===== config.mk =====
export PLATFORM = sky130hd
export DESIGN_NAME = block_ssd_motion_detector_top
export DESIGN_NICKNAME = d
export VERILOG_FILES = /design/src/hw/rtl/ssdmd_pkg.sv /design/src/hw/rtl/ssdmd_ram.sv /design/src/hw/rtl/ssdmd_div.sv /design/src/hw/rtl/ssdmd_pos.sv /design/src/hw/rtl/block_ssd_motion_detector_top.sv
export SDC_FILE = /design/constraint.sdc
export NUM_CORES = 2
export LEC_CHECK = 0
export ABC_AREA = 1
export BUFFER_PORTS_ARGS = -buffer_cell sky130_fd_sc_hd__buf_2
export CAP_MARGIN = 20
export CORE_UTILIZATION = 35
export DETAILED_ROUTE_END_ITERATION = 10
export GPL_ROUTABILITY_DRIVEN = 0
export HOLD_SLACK_MARGIN = 0.02
export PLACE_DENSITY = 0.55
export SYNTH_ARGS = -nofsm -noshare
export SYNTH_HDL_FRONTEND = slang
export SYNTH_HIERARCHICAL = 1
export SYNTH_SLANG_ARGS = --single-unit

===== constraint.sdc =====
create_clock -name i_clk -period 13.3 [get_ports i_clk]
set_input_delay 1.995 -clock i_clk [delete_from_list [all_inputs] [get_ports i_clk]]
set_output_delay 1.995 -clock i_clk [all_outputs]
set_load 0.005 [all_outputs]

===== src/hw/rtl/ssdmd_pkg.sv =====
package ssdmd_pkg;

    localparam int PIX_W  = 8;
    localparam int EDGE_W = 5;
    localparam int SUB_W  = 4;
    localparam int SQ_W   = 16;
    localparam int SUM_W  = 24;
    localparam int THR_W  = 17;

    localparam logic [1:0] ST_QUIET   = 2'd0;
    localparam logic [1:0] ST_CHANGED = 2'd1;
    localparam logic [1:0] ST_ALARM   = 2'd2;
    localparam logic [1:0] ST_FAULT   = 2'd3;

    localparam logic [1:0] CFG_BLOCK_SIZE   = 2'd0;
    localparam logic [1:0] CFG_FRAME_WIDTH  = 2'd1;
    localparam logic [1:0] CFG_FRAME_HEIGHT = 2'd2;
    localparam logic [1:0] CFG_SENSITIVITY  = 2'd3;

    localparam logic [1:0] SENS_LOW  = 2'd1;
    localparam logic [1:0] SENS_MID  = 2'd2;
    localparam logic [1:0] SENS_HIGH = 2'd3;

    localparam logic [4:0] RST_BLOCK_SIZE   = 5'd8;
    localparam logic [7:0] RST_FRAME_WIDTH  = 8'd160;
    localparam logic [7:0] RST_FRAME_HEIGHT = 8'd120;
    localparam logic [1:0] RST_SENSITIVITY  = SENS_MID;

    typedef struct packed {
        logic [PIX_W-1:0] pixel_a;
        logic [PIX_W-1:0] pixel_b;
    } t_in;

    typedef struct packed {
        logic [5:0]       block_col;
        logic [7:0]       block_row;
        logic [SUM_W-1:0] block_sum;
        logic [1:0]       status;
        logic             last_block;
    } t_out;

    // per-beat tile position info from the position tracker
    typedef struct packed {
        logic [7:0] bc;
        logic [7:0] br;
        logic       inb;
        logic       first;
        logic       last;
        logic       last_block;
        logic       frame_end;
    } t_item;

    typedef struct packed {
        logic [EDGE_W-1:0] edge_len;
        logic [1:0]        sens;
        logic              busy;
    } t_cfg_view;

    function automatic logic [EDGE_W-1:0] tile_edge(input logic [EDGE_W-1:0] bs);
        logic [EDGE_W-1:0] e;
        if (bs == '0) begin
            e = EDGE_W'(1);
        end else if (bs > EDGE_W'(16)) begin
            e = EDGE_W'(16);
        end else begin
            e = bs;
        end
        return e;
    endfunction

    function automatic logic [THR_W-1:0] edge_pow4(input logic [EDGE_W-1:0] e);
        logic [THR_W-1:0] t;
        case (e)
            5'd2:    t = 17'd16;
            5'd3:    t = 17'd81;
            5'd4:    t = 17'd256;
            5'd5:    t = 17'd625;
            5'd6:    t = 17'd1296;
            5'd7:    t = 17'd2401;
            5'd8:    t = 17'd4096;
            5'd9:    t = 17'd6561;
            5'd10:   t = 17'd10000;
            5'd11:   t = 17'd14641;
            5'd12:   t = 17'd20736;
            5'd13:   t = 17'd28561;
            5'd14:   t = 17'd38416;
            5'd15:   t = 17'd50625;
            5'd16:   t = 17'd65536;
            default: t = 17'd1;
        endcase
        return t;
    endfunction

endpackage


===== src/hw/rtl/ssdmd_ram.sv =====
module ssdmd_ram #(
    parameter int WIDTH = 24,
    parameter int DEPTH = 64
) (
    input  logic                                  i_clk,
    input  logic                                  i_we,
    input  logic [(DEPTH > 1 ? $clog2(DEPTH) : 1)-1:0] i_waddr,
    input  logic [WIDTH-1:0]                      i_wdata,
    input  logic                                  i_re,
    input  logic [(DEPTH > 1 ? $clog2(DEPTH) : 1)-1:0] i_raddr,
    output logic [WIDTH-1:0]                      o_rdata
);

    logic [WIDTH-1:0] r_mem [DEPTH];
    logic [WIDTH-1:0] r_rdata;

    always_ff @(posedge i_clk) begin
        if (i_we) begin
            r_mem[i_waddr] <= i_wdata;
        end
        if (i_re) begin
            r_rdata <= r_mem[i_raddr];
        end
    end

    assign o_rdata = r_rdata;

endmodule


===== src/hw/rtl/ssdmd_div.sv =====
module ssdmd_div (
    input  logic                           i_clk,
    input  logic                           i_rst_n,
    input  logic                           i_start,
    input  logic [7:0]                     i_dividend,
    input  logic [ssdmd_pkg::EDGE_W-1:0]   i_divisor,
    output logic                           o_done,
    output logic [7:0]                     o_quot,
    output logic [ssdmd_pkg::SUB_W-1:0]    o_rem
);

    // restoring divide, one quotient bit per cycle
    logic       r_busy;
    logic       r_done;
    logic [2:0] r_cnt;
    logic [7:0] r_quot;
    logic [ssdmd_pkg::EDGE_W-1:0] r_rem;

    logic [ssdmd_pkg::EDGE_W-1:0] w_shift;
    logic                         w_ge;

    assign w_shift = {r_rem[ssdmd_pkg::SUB_W-1:0], r_quot[7]};
    assign w_ge    = (w_shift >= i_divisor);

    always_ff @(posedge i_clk) begin
        if (!i_rst_n) begin
            r_busy <= 1'b0;
            r_done <= 1'b0;
            r_cnt  <= '0;
        end else if (i_start) begin
            r_busy <= 1'b1;
            r_done <= 1'b0;
            r_cnt  <= '0;
        end else begin
            r_done <= 1'b0;
            if (r_busy) begin
                r_cnt <= r_cnt + 3'd1;
                if (r_cnt == 3'd7) begin
                    r_busy <= 1'b0;
                    r_done <= 1'b1;
                end
            end
        end
    end

    always_ff @(posedge i_clk) begin
        if (i_start) begin
            r_quot <= i_dividend;
            r_rem  <= '0;
        end else if (r_busy) begin
            r_quot <= {r_quot[6:0], w_ge};
            r_rem  <= w_ge ? (w_shift - i_divisor) : w_shift;
        end
    end

    assign o_done = r_done;
    assign o_quot = r_quot;
    assign o_rem  = r_rem[ssdmd_pkg::SUB_W-1:0];

endmodule


===== src/hw/rtl/ssdmd_pos.sv =====
module ssdmd_pos #(
    parameter int MAX_BLOCK_COLS = 64
) (
    input  logic                   i_clk,
    input  logic                   i_rst_n,
    input  logic                   i_cfg_we,
    input  logic [1:0]             i_cfg_idx,
    input  logic [7:0]             i_cfg_data,
    input  logic                   i_accept,
    output ssdmd_pkg::t_item       o_item,
    output ssdmd_pkg::t_cfg_view   o_view
);

    localparam logic [7:0] MAX_COLS = 8'(MAX_BLOCK_COLS);

    logic [ssdmd_pkg::EDGE_W-1:0] r_block_size;
    logic [7:0]                   r_frame_width;
    logic [7:0]                   r_frame_height;
    logic [1:0]                   r_sens;

    logic [7:0] r_col, r_row, r_bc, r_br, r_wn, r_hn;
    logic [ssdmd_pkg::SUB_W-1:0] r_sc, r_sr;
    logic [7:0] n_col, n_row, n_bc, n_br;
    logic [ssdmd_pkg::SUB_W-1:0] n_sc, n_sr;

    logic       r_busy;
    logic       r_start;
    logic [1:0] r_step;

    logic [ssdmd_pkg::EDGE_W-1:0] w_edge;
    logic [ssdmd_pkg::SUB_W-1:0]  w_edge_m1;
    logic                         w_col_wrap, w_row_wrap;
    logic [7:0]                   w_dividend;
    logic                         w_div_done;
    logic [7:0]                   w_quot;
    logic [ssdmd_pkg::SUB_W-1:0]  w_rem;

    assign w_edge     = ssdmd_pkg::tile_edge(r_block_size);
    assign w_edge_m1  = ssdmd_pkg::SUB_W'(w_edge - ssdmd_pkg::EDGE_W'(1));
    assign w_col_wrap = ({1'b0, r_col} + 9'd1) >= {1'b0, r_frame_width};
    assign w_row_wrap = ({1'b0, r_row} + 9'd1) >= {1'b0, r_frame_height};

    always_comb begin
        case (r_step)
            2'd0:    w_dividend = r_col;
            2'd1:    w_dividend = r_row;
            2'd2:    w_dividend = r_frame_width;
            default: w_dividend = r_frame_height;
        endcase
    end

    ssdmd_div u_div (
        .i_clk      (i_clk),
        .i_rst_n    (i_rst_n),
        .i_start    (r_start),
        .i_dividend (w_dividend),
        .i_divisor  (w_edge),
        .o_done     (w_div_done),
        .o_quot     (w_quot),
        .o_rem      (w_rem)
    );

    always_comb begin
        n_col = r_col;
        n_row = r_row;
        n_bc  = r_bc;
        n_br  = r_br;
        n_sc  = r_sc;
        n_sr  = r_sr;
        if (w_col_wrap) begin
            n_col = '0;
            n_bc  = '0;
            n_sc  = '0;
            if (w_row_wrap) begin
                n_row = '0;
                n_br  = '0;
                n_sr  = '0;
            end else begin
                n_row = r_row + 8'd1;
                if (r_sr == w_edge_m1) begin
                    n_sr = '0;
                    n_br = r_br + 8'd1;
                end else begin
                    n_sr = r_sr + ssdmd_pkg::SUB_W'(1);
                end
            end
        end else begin
            n_col = r_col + 8'd1;
            if (r_sc == w_edge_m1) begin
                n_sc = '0;
                n_bc = r_bc + 8'd1;
            end else begin
                n_sc = r_sc + ssdmd_pkg::SUB_W'(1);
            end
        end
    end

    // any config write re-derives tile position and tile counts: 4 divides
    always_ff @(posedge i_clk) begin
        if (!i_rst_n) begin
            r_block_size   <= ssdmd_pkg::RST_BLOCK_SIZE;
            r_frame_width  <= ssdmd_pkg::RST_FRAME_WIDTH;
            r_frame_height <= ssdmd_pkg::RST_FRAME_HEIGHT;
            r_sens         <= ssdmd_pkg::RST_SENSITIVITY;
            r_col          <= '0;
            r_row          <= '0;
            r_bc           <= '0;
            r_br           <= '0;
            r_sc           <= '0;
            r_sr           <= '0;
            r_wn           <= '0;
            r_hn           <= '0;
            r_busy         <= 1'b1;
            r_start        <= 1'b1;
            r_step         <= 2'd0;
        end else begin
            r_start <= 1'b0;
            if (i_cfg_we) begin
                unique case (i_cfg_idx)
                    ssdmd_pkg::CFG_BLOCK_SIZE:   r_block_size   <= i_cfg_data[4:0];
                    ssdmd_pkg::CFG_FRAME_WIDTH:  r_frame_width  <= i_cfg_data;
                    ssdmd_pkg::CFG_FRAME_HEIGHT: r_frame_height <= i_cfg_data;
                    ssdmd_pkg::CFG_SENSITIVITY:  r_sens         <= i_cfg_data[1:0];
                    default: ;
                endcase
                r_busy  <= 1'b1;
                r_start <= 1'b1;
                r_step  <= 2'd0;
            end else if (w_div_done && !r_start) begin
                unique case (r_step)
                    2'd0: begin
                        r_bc <= w_quot;
                        r_sc <= w_rem;
                    end
                    2'd1: begin
                        r_br <= w_quot;
                        r_sr <= w_rem;
                    end
                    2'd2: r_wn <= (w_quot > MAX_COLS) ? MAX_COLS : w_quot;
                    default: r_hn <= w_quot;
                endcase
                if (r_step == 2'd3) begin
                    r_busy <= 1'b0;
                end else begin
                    r_step  <= r_step + 2'd1;
                    r_start <= 1'b1;
                end
            end else if (i_accept) begin
                r_col <= n_col;
                r_row <= n_row;
                r_bc  <= n_bc;
                r_br  <= n_br;
                r_sc  <= n_sc;
                r_sr  <= n_sr;
            end
        end
    end

    assign o_item.bc         = r_bc;
    assign o_item.br         = r_br;
    assign o_item.inb        = (r_bc < r_wn) && (r_br < r_hn);
    assign o_item.first      = (r_sc == '0) && (r_sr == '0);
    assign o_item.last       = (r_sc == w_edge_m1) && (r_sr == w_edge_m1);
    assign o_item.last_block = (r_bc == r_wn - 8'd1) && (r_br == r_hn - 8'd1);
    assign o_item.frame_end  = w_col_wrap && w_row_wrap;

    assign o_view.edge_len = w_edge;
    assign o_view.sens     = r_sens;
    assign o_view.busy     = r_busy;

endmodule


===== src/hw/rtl/block_ssd_motion_detector_top.sv =====
// Block motion detector. Takes one pixel pair per clock in raster order while
// ready is high and sums squared differences per block_size x block_size tile,
// one running sum per tile column held in a single-port-write RAM of
// MAX_BLOCK_COLS entries. Stage 1 reads the column sum and adds the new square,
// stage 2 rates the tile, so a tile's sum and status are offered from stage 2
// once its bottom-right pixel has passed through stage 1; a same-column
// write/read in back-to-back beats is forwarded. After reset and after every
// config write, ready stays low while a bit-serial divider re-derives the tile
// position and tile counts (four divides of eight quotient bits each).
module block_ssd_motion_detector_top #(
    parameter int MAX_BLOCK_COLS = 64
) (
    input  logic                i_clk,
    input  logic                i_rst_n,
    input  logic                i_in_valid,
    output logic                o_in_ready,
    input  ssdmd_pkg::t_in      i_in,
    output logic                o_out_valid,
    input  logic                i_out_ready,
    output ssdmd_pkg::t_out     o_out,
    input  logic                i_cfg_we,
    input  logic [1:0]          i_cfg_idx,
    input  logic [7:0]          i_cfg_data
);

    localparam int AW = (MAX_BLOCK_COLS > 1) ? $clog2(MAX_BLOCK_COLS) : 1;

    ssdmd_pkg::t_item     w_item;
    ssdmd_pkg::t_cfg_view w_view;

    logic w_accept, w_s1_adv, w_s1_free, w_s2_free, w_s2_drain, w_emit;

    // stage 1: tile sum read-modify-write
    logic                           r_s1_valid;
    logic [ssdmd_pkg::SQ_W-1:0]     r_s1_sq;
    ssdmd_pkg::t_item               r_s1_item;
    logic                           r_s1_fwd;
    logic [ssdmd_pkg::SUM_W-1:0]    r_s1_fwd_data;
    logic [ssdmd_pkg::SUM_W-1:0]    w_ram_rdata, w_s1_base, w_s1_sum;
    logic                           w_ram_we;

    // stage 2: rating and output
    logic                           r_s2_valid;
    logic [ssdmd_pkg::SUM_W-1:0]    r_s2_sum;
    logic [7:0]                     r_s2_bc, r_s2_br;
    logic                           r_s2_cand, r_s2_lastblk, r_s2_frame_end;
    logic                           r_alarm;

    logic [ssdmd_pkg::PIX_W-1:0]    w_diff;
    logic [ssdmd_pkg::SQ_W-1:0]     w_sq;
    logic [ssdmd_pkg::THR_W-1:0]    w_thr;
    logic [ssdmd_pkg::SUM_W+1:0]    w_sum4, w_lvl25, w_lvl49;
    logic [ssdmd_pkg::SUM_W-1:0]    w_lvl9;
    logic                           w_over, w_hit;
    logic [1:0]                     w_status;

    ssdmd_pos #(
        .MAX_BLOCK_COLS (MAX_BLOCK_COLS)
    ) u_pos (
        .i_clk      (i_clk),
        .i_rst_n    (i_rst_n),
        .i_cfg_we   (i_cfg_we),
        .i_cfg_idx  (i_cfg_idx),
        .i_cfg_data (i_cfg_data),
        .i_accept   (w_accept),
        .o_item     (w_item),
        .o_view     (w_view)
    );

    assign w_emit     = r_s2_valid && r_s2_cand && !r_alarm;
    assign w_s2_drain = r_s2_valid && (!w_emit || i_out_ready);
    assign w_s2_free  = !r_s2_valid || w_s2_drain;
    assign w_s1_adv   = r_s1_valid && w_s2_free;
    assign w_s1_free  = !r_s1_valid || w_s1_adv;
    assign o_in_ready = w_s1_free && !w_view.busy;
    assign w_accept   = i_in_valid && o_in_ready;

    assign w_diff = (i_in.pixel_a >= i_in.pixel_b) ? (i_in.pixel_a - i_in.pixel_b)
                                                   : (i_in.pixel_b - i_in.pixel_a);
    assign w_sq   = ssdmd_pkg::SQ_W'(w_diff) * ssdmd_pkg::SQ_W'(w_diff);

    assign w_s1_base = r_s1_fwd ? r_s1_fwd_data : w_ram_rdata;
    assign w_s1_sum  = r_s1_item.first ? {8'd0, r_s1_sq}
                                       : (w_s1_base + {8'd0, r_s1_sq});
    assign w_ram_we  = w_s1_adv && r_s1_item.inb;
    assign w_hit     = w_ram_we && (r_s1_item.bc == w_item.bc);

    ssdmd_ram #(
        .WIDTH (ssdmd_pkg::SUM_W),
        .DEPTH (MAX_BLOCK_COLS)
    ) u_ram (
        .i_clk   (i_clk),
        .i_we    (w_ram_we),
        .i_waddr (r_s1_item.bc[AW-1:0]),
        .i_wdata (w_s1_sum),
        .i_re    (w_accept),
        .i_raddr (w_item.bc[AW-1:0]),
        .o_rdata (w_ram_rdata)
    );

    always_ff @(posedge i_clk) begin
        if (!i_rst_n) begin
            r_s1_valid <= 1'b0;
        end else if (w_accept) begin
            r_s1_valid <= 1'b1;
        end else if (w_s1_adv) begin
            r_s1_valid <= 1'b0;
        end
    end

    always_ff @(posedge i_clk) begin
        if (w_accept) begin
            r_s1_sq       <= w_sq;
            r_s1_item     <= w_item;
            r_s1_fwd      <= w_hit;
            r_s1_fwd_data <= w_s1_sum;
        end
    end

    always_ff @(posedge i_clk) begin
        if (!i_rst_n) begin
            r_s2_valid <= 1'b0;
            r_alarm    <= 1'b0;
        end else begin
            if (w_s1_adv) begin
                r_s2_valid <= 1'b1;
            end else if (w_s2_drain) begin
                r_s2_valid <= 1'b0;
            end
            if (w_s2_drain) begin
                if (r_s2_frame_end) begin
                    r_alarm <= 1'b0;
                end else if (w_emit && (w_status == ssdmd_pkg::ST_ALARM ||
                                        w_status == ssdmd_pkg::ST_FAULT)) begin
                    r_alarm <= 1'b1;
                end
            end
        end
    end

    always_ff @(posedge i_clk) begin
        if (w_s1_adv) begin
            r_s2_sum       <= w_s1_sum;
            r_s2_bc        <= r_s1_item.bc;
            r_s2_br        <= r_s1_item.br;
            r_s2_cand      <= r_s1_item.inb && r_s1_item.last;
            r_s2_lastblk   <= r_s1_item.last_block;
            r_s2_frame_end <= r_s1_item.frame_end;
        end
    end

    // 6.25x and 12.25x compare as 4*sum against 25*T and 49*T
    assign w_thr   = ssdmd_pkg::edge_pow4(w_view.edge_len);
    assign w_sum4  = {r_s2_sum, 2'b00};
    assign w_lvl25 = (ssdmd_pkg::SUM_W+2)'(w_thr) * (ssdmd_pkg::SUM_W+2)'(25);
    assign w_lvl49 = (ssdmd_pkg::SUM_W+2)'(w_thr) * (ssdmd_pkg::SUM_W+2)'(49);
    assign w_lvl9  = ssdmd_pkg::SUM_W'(w_thr) * ssdmd_pkg::SUM_W'(9);
    assign w_over  = r_s2_sum > ssdmd_pkg::SUM_W'(w_thr);

    always_comb begin
        if (!w_over) begin
            w_status = ssdmd_pkg::ST_QUIET;
        end else begin
            case (w_view.sens)
                ssdmd_pkg::SENS_LOW:
                    w_status = (w_sum4 > w_lvl25) ? ssdmd_pkg::ST_ALARM : ssdmd_pkg::ST_CHANGED;
                ssdmd_pkg::SENS_MID:
                    w_status = (r_s2_sum > w_lvl9) ? ssdmd_pkg::ST_ALARM : ssdmd_pkg::ST_CHANGED;
                ssdmd_pkg::SENS_HIGH:
                    w_status = (w_sum4 > w_lvl49) ? ssdmd_pkg::ST_ALARM : ssdmd_pkg::ST_CHANGED;
                default:
                    w_status = ssdmd_pkg::ST_FAULT;
            endcase
        end
    end

    assign o_out_valid      = w_emit;
    assign o_out.block_col  = r_s2_bc[5:0];
    assign o_out.block_row  = r_s2_br;
    assign o_out.block_sum  = r_s2_sum;
    assign o_out.status     = w_status;
    assign o_out.last_block = r_s2_lastblk;

    // alarm or fault beat silences the rest of the frame
    a_alarm_mutes: assert property (@(posedge i_clk) disable iff (!i_rst_n)
        (o_out_valid && i_out_ready && !r_s2_frame_end &&
         (o_out.status == ssdmd_pkg::ST_ALARM || o_out.status == ssdmd_pkg::ST_FAULT))
        |=> !o_out_valid)
        else $error("beat after alarm in same frame");

    // forwarded sum only for the column written in the accept cycle
    a_fwd_col: assert property (@(posedge i_clk) disable iff (!i_rst_n)
        w_accept |=> (!r_s1_fwd || r_s1_item.bc == $past(r_s1_item.bc)))
        else $error("forward to wrong tile column");

    a_col_range: assert property (@(posedge i_clk) disable iff (!i_rst_n)
        o_out_valid |-> (r_s2_bc < 8'(MAX_BLOCK_COLS)))
        else $error("tile column beyond sum RAM");

endmodule

=== Word-level counts from Yosys, hierarchy flattened ===
Memory sizes are Yosys's and may differ from the RTL's. A register that Yosys moved wholly into a read port is not among the register bits.
Index checks and enable logic that the tools add are counted.

* Register bits after elaboration: 206
* Bits in writable memories: 1536
* ROM bits: 448
* Bits of input ports: 31
* Output and inout port bits: 43
* Logic and storage cells: 210
* Memories: 2

* Add/subtract/negate cells: 17
* Multipliers: 4
* Magnitude comparators: 12
* Equal/unequal tests: 19
* Multiplexer cells: 53
* Bitwise operators: 6
* Reductions and logical operators: 58

{| class="wikitable"
|+ Memory list
! name !! words !! width !! read ports !! clocked after memory_dff !! write ports !! line !! text
|-
| u_ram.r_mem || 64 || 24 || 1 || 1 || 1 || ssdmd_ram.sv:14 || <nowiki>logic [WIDTH-1:0] r_mem [DEPTH];</nowiki>
|-
| (name not given) || 32 || 14 || 1 || 0 || 0 || ssdmd_pkg.sv:73 || <nowiki>case (e)</nowiki>
|}

{| class="wikitable"
|+ Operators by type and width
! kind !! number
|-
| 8-bit 2-to-1 mux || 17
|-
| 24-bit 2-to-1 mux || 2
|-
| 4-bit 2-to-1 mux || 12
|-
| 8-bit by 1-bit adder with 8-bit output, second input constant || 4
|-
| 26-bit by 22-bit > comparator with 1-bit output || 1
|-
| 26-bit by 23-bit > comparator with 1-bit output || 1
|-
| 24-bit by 16-bit adder with 24-bit output || 1
|-
| 8-bit == test || 3
|-
| 24-bit by 17-bit > comparator with 1-bit output || 1
|-
| 24-bit by 21-bit > comparator with 1-bit output || 1
|-
| 8-bit case mux with 3 select lines || 1
|-
| 17-bit by 6-bit multiplier with 23-bit output, second input constant || 1
|-
| 17-bit by 5-bit multiplier with 22-bit output, second input constant || 1
|-
| 17-bit by 4-bit multiplier with 21-bit output, second input constant || 1
|-
| 8-bit by 1-bit adder with 9-bit output, second input constant || 2
|-
| 9-bit by 8-bit greater-or-equal comparator with 1-bit output || 2
|-
| 2-bit == test, second input constant || 8
|-
| 1-bit logical AND || 16
|-
| 8-bit < comparator || 2
|-
| 8-bit by 8-bit multiplier with 16-bit output || 1
|-
| 8-bit by 1-bit subtractor with 8-bit output, second input constant || 2
|-
| 8-bit subtractor || 2
|-
| 1-bit 2-to-1 mux || 14
|-
| 2-bit AND reduction || 7
|-
| other kinds (29) || 66
|}

=== Logic depth before layout (Yosys ltp) ===
An unclocked memory read counts as a cell.

* Word-level depth: 14
* Mapped depth: 40
* Mapped depth without buffers: 40

=== Hierarchy ===
Netlist, hierarchy kept.

{| class="wikitable"
|+ By module, submodules not included
! module !! times used !! cells an instance !! area an instance (µm²) !! sequential area each (µm²)
|-
| ssdmd_ram || 1 || 5230 || 62995.4 || 46844.9
|-
| block_ssd_motion_detector_top || 1 || 1483 || 12160.4 || 3123.0
|-
| ssdmd_pos || 1 || 809 || 5594.1 || 1661.6
|-
| ssdmd_div || 1 || 115 || 938.4 || 420.4
|}

=== Worst setup path after synthesis ===
No wires, ideal clock.

* Kind: input to register
* Start: input i_out_ready
* End: register u_pos.r_bc[0]
* Setup time: 113 ps
* Arrival: 7591 ps
* Required time: 13187 ps
* Slack: 5597 ps
* Cell stages on the path: 12
* Path buffers: 1
* Cells stage by stage: nor2_1 inv_1 nor2_1 or2_2 nor2_1 o21ai_0 nor2_1 inv_1 o21bai_4 buf_6 nor2_1 nor2_1

* Cells in the longest elaborated chain, start to end: 9

{| class="wikitable"
|+ Ends and longest elaborated chain
! item !! line !! text
|-
| from (decl) || block_ssd_motion_detector_top.sv:19 || <nowiki>input logic i_out_ready,</nowiki>
|-
| 1-bit logical OR || block_ssd_motion_detector_top.sv:71 || <nowiki>assign w_s2_drain = r_s2_valid && (!w_emit || i_out_ready);</nowiki>
|-
| 1-bit logical AND || block_ssd_motion_detector_top.sv:71 ||
|-
| 1-bit logical OR || block_ssd_motion_detector_top.sv:72 || <nowiki>assign w_s2_free = !r_s2_valid || w_s2_drain;</nowiki>
|-
| 1-bit logical AND || block_ssd_motion_detector_top.sv:73 || <nowiki>assign w_s1_adv = r_s1_valid && w_s2_free;</nowiki>
|-
| 1-bit logical OR || block_ssd_motion_detector_top.sv:74 || <nowiki>assign w_s1_free = !r_s1_valid || w_s1_adv;</nowiki>
|-
| 1-bit logical AND || block_ssd_motion_detector_top.sv:75 || <nowiki>assign o_in_ready = w_s1_free && !w_view.busy;</nowiki>
|-
| 1-bit logical AND || block_ssd_motion_detector_top.sv:76 || <nowiki>assign w_accept = i_in_valid && o_in_ready;</nowiki>
|-
| named net w_accept || block_ssd_motion_detector_top.sv:31 || <nowiki>logic w_accept, w_s1_adv, w_s1_free, w_s2_free, w_s2_drain, w_emit;</nowiki>
|-
| 2-bit nonzero test (no source line) || -- ||
|-
| 4-bit AND reduction (no source line) || -- ||
|-
| to (signal assigned) || ssdmd_pos.sv:132 || <nowiki>r_bc <= w_quot;</nowiki>
|-
| to (signal assigned) || ssdmd_pos.sv:151 || <nowiki>r_bc <= n_bc;</nowiki>
|-
| to (decl) || ssdmd_pos.sv:21 || <nowiki>logic [7:0] r_col, r_row, r_bc, r_br, r_wn, r_hn;</nowiki>
|}

The timed path passes the listed nets, and every way through them passes these cells.
A chain may end at the register's enable or synchronous reset.

==> results.sh <==
export IMPL_outcome="finished clean"
export IMPL_post_synth_top_area_fraction_pct=61.4
export IMPL_cts_inserted_buffers=183
export IMPL_drv_max_cap_violation_count=0
export IMPL_dr_pass1_iters=6
export IMPL_tns_ps=0
export IMPL_detailroute_via_count=56900
export IMPL_holdCritStartpoint="r_s1_item[11]$_DFFE_PP_"
export IMPL_grt_util_all_layers_pct=20.0
export IMPL_grt_overflow_total=0
export IMPL_syn_area_um2=81700
export IMPL_via_density_per_instance=5.26
export IMPL_final_period_utilization_pct=69.1
export IMPL_tritoncts_num_sinks=1765
export IMPL_worst_endpoint_required_time_ps=11310
export IMPL_yosys_area_top_type="sky130_fd_sc_hd__edfxtp_1"
export IMPL_synth_top_cells_by_count="2408 x sky130_fd_sc_hd__nand2_1, 1670 x sky130_fd_sc_hd__edfxtp_1, 1408 x sky130_fd_sc_hd__nand3_1, 355 x sky130_fd_sc_hd__inv_1, 314 x sky130_fd_sc_hd__nor2_1"
export IMPL_number_of_cells_upsized_or_downsized_after_cts=0
export IMPL_clock_tree_from_tritoncts="done"
export IMPL_cts_hold_repair_buffers=0
export IMPL_post_synth_top_count_cell="sky130_fd_sc_hd__nand2_1"
export IMPL_cts_path_max_buffers=3
export IMPL_post_route_hold_slack_ps=422
export IMPL_die_outline_area_um2=235000
export IMPL_dp_final_hpwl_um=134000
export IMPL_routed_wirelength_um=240000
export IMPL_grt_start_max_net_pins=198
export IMPL_layout_area_overhead_vs_synth_pct=11.3
export IMPL_ir_drop_mv=0.221
export IMPL_worstPathArrival_ps=7190
export IMPL_tightestPinTransition_ps=1080
export IMPL_finalCriticalPeriod_ps=9190
export IMPL_setup_crit_start_kind="flop"
export IMPL_power_density_nw_per_um2=138
export IMPL_global_route_wire_length_before_repair_um=354000
export IMPL_synth_area_leaders="sky130_fd_sc_hd__edfxtp_1 61%, sky130_fd_sc_hd__nand2_1 11%, sky130_fd_sc_hd__nand3_1 8.6%, sky130_fd_sc_hd__ha_1 4.3%, sky130_fd_sc_hd__dfxtp_1 2.3%"
export IMPL_f_max_ghz=0.109
export IMPL_number_of_global_route_vias_before_repair=54600
export IMPL_cts_root_buffer_cell="sky130_fd_sc_hd__clkbuf_16"
export IMPL_clkSlewWorstSetupHoldPaths_ps=60
export IMPL_worst_hold_path_num_cells=0
export IMPL_criticalPathCategory="flop to primary output"
export IMPL_floorplan_die_width_um=485
export IMPL_critical_path_buf_inv_count=4
export IMPL_portBuffers=73
export IMPL_ys_ff_latch=1765
export IMPL_detail_route_drc_violations=0
export IMPL_slowest_delay_ps=690
export IMPL_synth_enable_flop_cells=1670
export IMPL_hold_viol_final=0
export IMPL_row_count=176
export IMPL_syn_nets=7991
export IMPL_clock_latency_ps=840
export IMPL_floorplan_initialDensity_pct=35.4
export IMPL_r2r_slack_ps=6660
export IMPL_crit_path_max_fanout=12
export IMPL_hp_class="flop to flop"
export IMPL_timing_final_max_slew_violations=0
export IMPL_critPathCaptureType="primary output"
export IMPL_whs_endpoint="r_s2_br[6]$_DFFE_PP_"
export IMPL_post_layout_total_power_uw=12500
export IMPL_worst_r2r_endpoint="r_alarm$_SDFFE_PN0P_"
export IMPL_wl_per_cell_um=22.1
export IMPL_net_total_in_the_final_layout=7996
export IMPL_final_layout_size_suffix_gt1_share_pct=8.11
export IMPL_postCtsSetupBuffers=0
export IMPL_antenna_found_initial=10
export IMPL_crit_top_cell="sky130_fd_sc_hd__nand3_1"
export IMPL_netlist_instances=7637
export IMPL_ys_warnings_count=6
export IMPL_synth_cell_type_count=62
export IMPL_coreArea_um2=231000
export IMPL_clock_skew_ps=62.2
export IMPL_sequential_area_share_after_synthesis_pct=63.7
export IMPL_reg2reg_depth=32
export IMPL_leakagePower_uw=0.0343
export IMPL_ioPinCount=74
export IMPL_initialDrtViolationCount=5600
export IMPL_htree_num_levels=4
export IMPL_antenna_left=0
export IMPL_crit_slowest_cell="sky130_fd_sc_hd__a21oi_1"
export IMPL_finalSetupViolCount=0
export IMPL_die_height_um=485
export IMPL_slew_headroom_pct=28.2
export IMPL_async_flop_share_pct=0
export IMPL_rsz0062_at_grt="no"
export IMPL_postSynth_topFlopCell="sky130_fd_sc_hd__edfxtp_1"
export IMPL_timing_critical_path_max_delay_family="simple AND/OR/NAND/NOR gates"
export IMPL_worst_r2r_startpoint="u_pos/r_block_size[4]$_SDFFE_PN0P_"
export IMPL_avgSynthCellArea_um2=10.7
==> how the worst max path moves through the flow <==
stage                                      end                               start  cells after the start
floorplan           u_pos/r_bc[0]$_SDFFE_PN0P_                         i_out_ready                     12
global placement                      o_out[1]  u_pos/r_block_size[4]$_SDFFE_PN0P_                     34
detailed placement                    o_out[1]  u_pos/r_block_size[4]$_SDFFE_PN0P_                     34
CTS                                   o_out[1]  u_pos/r_block_size[4]$_SDFFE_PN0P_                     34
global route                          o_out[1]  u_pos/r_block_size[1]$_SDFFE_PN0P_                     35
finish                                o_out[1]  u_pos/r_block_size[2]$_SDFFE_PN0P_                     34
==> power by group <==
| part | internal, uW | switching, uW |
|---|---|---|
| sequential | 6060 | 8.18 |
| clock | 2730 | 2190 |
| combinational | 607 | 941 |
==> final cells by class <==
class / count / area [um2]
Antenna cell: 5 / 12.5
Clock buffer: 235 / 4860
Clock inverter: 103 / 870
Fill cell: 22100 / 140000
Inverter: 368 / 1420
Multi-Input combinational cell: 5122 / 26500
Sequential cell: 1765 / 52100
Tap cell: 3026 / 3790
Timing Repair Buffer: 202 / 1460
==> flip-flops by register name, summed over array words and instances, names as in the netlist, 3 cells and up <==
name,flops
u_ram/r_mem,1536
r_s1_fwd_data,24
r_s2_sum,24
u_ram/o_rdata,24
r_s1_item,21
r_s1_sq,15
r_s2_br,8
u_pos/r_bc,8
u_pos/r_br,8
u_pos/r_col,8
u_pos/r_frame_height,8
u_pos/r_frame_width,8
u_pos/r_hn,8
u_pos/r_row,8
u_pos/r_wn,8
u_pos/u_div/o_quot,8
r_s2_bc,6
u_pos/r_block_size,5
u_pos/r_sc,4
u_pos/r_sr,4
u_pos/u_div/r_rem,4
u_pos/u_div/r_cnt,3
==> kinds of logic (layout without fill, tap and decap cells) <==
logic type / count (synthesis) / after routing / synth area share [%]
AO/OA/AOI/OAI: 385 / 385 / 2.68
multiplexers: 16 / 16 / 0.219
adder cells (fa/ha/maj): 323 / 323 / 5.35
buffers and inverters: 750 / 908 / 4.38
flip-flops: 1765 / 1765 / 63.7
XOR/XNOR: 123 / 123 / 1.32
other: 1 / 6 / 0.00459
AND/OR/NAND/NOR: 4274 / 4274 / 22.3
==> placed cells by master, fill, tap and decap left out, types with 8 or more instances in the layout <==
master	count
sky130_fd_sc_hd__a211oi_1	11
sky130_fd_sc_hd__a21o_1	15
sky130_fd_sc_hd__a21oi_1	171
sky130_fd_sc_hd__a221oi_1	10
sky130_fd_sc_hd__buf_12	10
sky130_fd_sc_hd__buf_2	73
sky130_fd_sc_hd__buf_4	119
sky130_fd_sc_hd__clkbuf_1	47
sky130_fd_sc_hd__clkbuf_16	186
sky130_fd_sc_hd__clkinv_1	48
sky130_fd_sc_hd__clkinv_2	25
sky130_fd_sc_hd__dfxtp_1	90
sky130_fd_sc_hd__edfxtp_1	1670
sky130_fd_sc_hd__fa_1	44
sky130_fd_sc_hd__ha_1	279
sky130_fd_sc_hd__inv_1	353
sky130_fd_sc_hd__inv_2	9
sky130_fd_sc_hd__mux2_2	15
sky130_fd_sc_hd__nand2_1	2400
sky130_fd_sc_hd__nand2_2	18
sky130_fd_sc_hd__nand3_1	1408
sky130_fd_sc_hd__nand4_1	34
sky130_fd_sc_hd__nor2_1	248
sky130_fd_sc_hd__nor2_2	65
sky130_fd_sc_hd__nor2_4	16
sky130_fd_sc_hd__nor3_1	28
sky130_fd_sc_hd__nor4_1	10
sky130_fd_sc_hd__nor4_2	8
sky130_fd_sc_hd__o211ai_1	12
sky130_fd_sc_hd__o21ai_0	109
sky130_fd_sc_hd__o21ai_1	10
sky130_fd_sc_hd__or2_2	10
sky130_fd_sc_hd__xnor2_1	43
sky130_fd_sc_hd__xor2_1	80
==> through the flow <==
| stage | worst slack, ps | instance area [um2] | util (%) | cells |
|---|---|---|---|---|
| 2_1_floorplan | 5600 | 81700 | - | 7637 |
| 3_3_place_gp | 5130 | 85200 | 36.9 | 10500 |
| 3_5_place_dp | 5020 | 85200 | 36.9 | 10500 |
| 4_1_cts | 4120 | 90900 | 39.4 | 10800 |
| 5_1_grt | 3430 | 90900 | 39.4 | 10800 |
| 6_report | 4110 | 90900 | 39.4 | 10800 |
==> layer usage <==
metal,GRT usage [%],up-vias,wire [um]
li1,-,26400,-
met1,27.5,28000,104000
met2,32.2,2092,111000
met3,3.02,354,16700
met4,6.60,0,7320
met5,0,-,0
(Power assumes the default switching activity.)
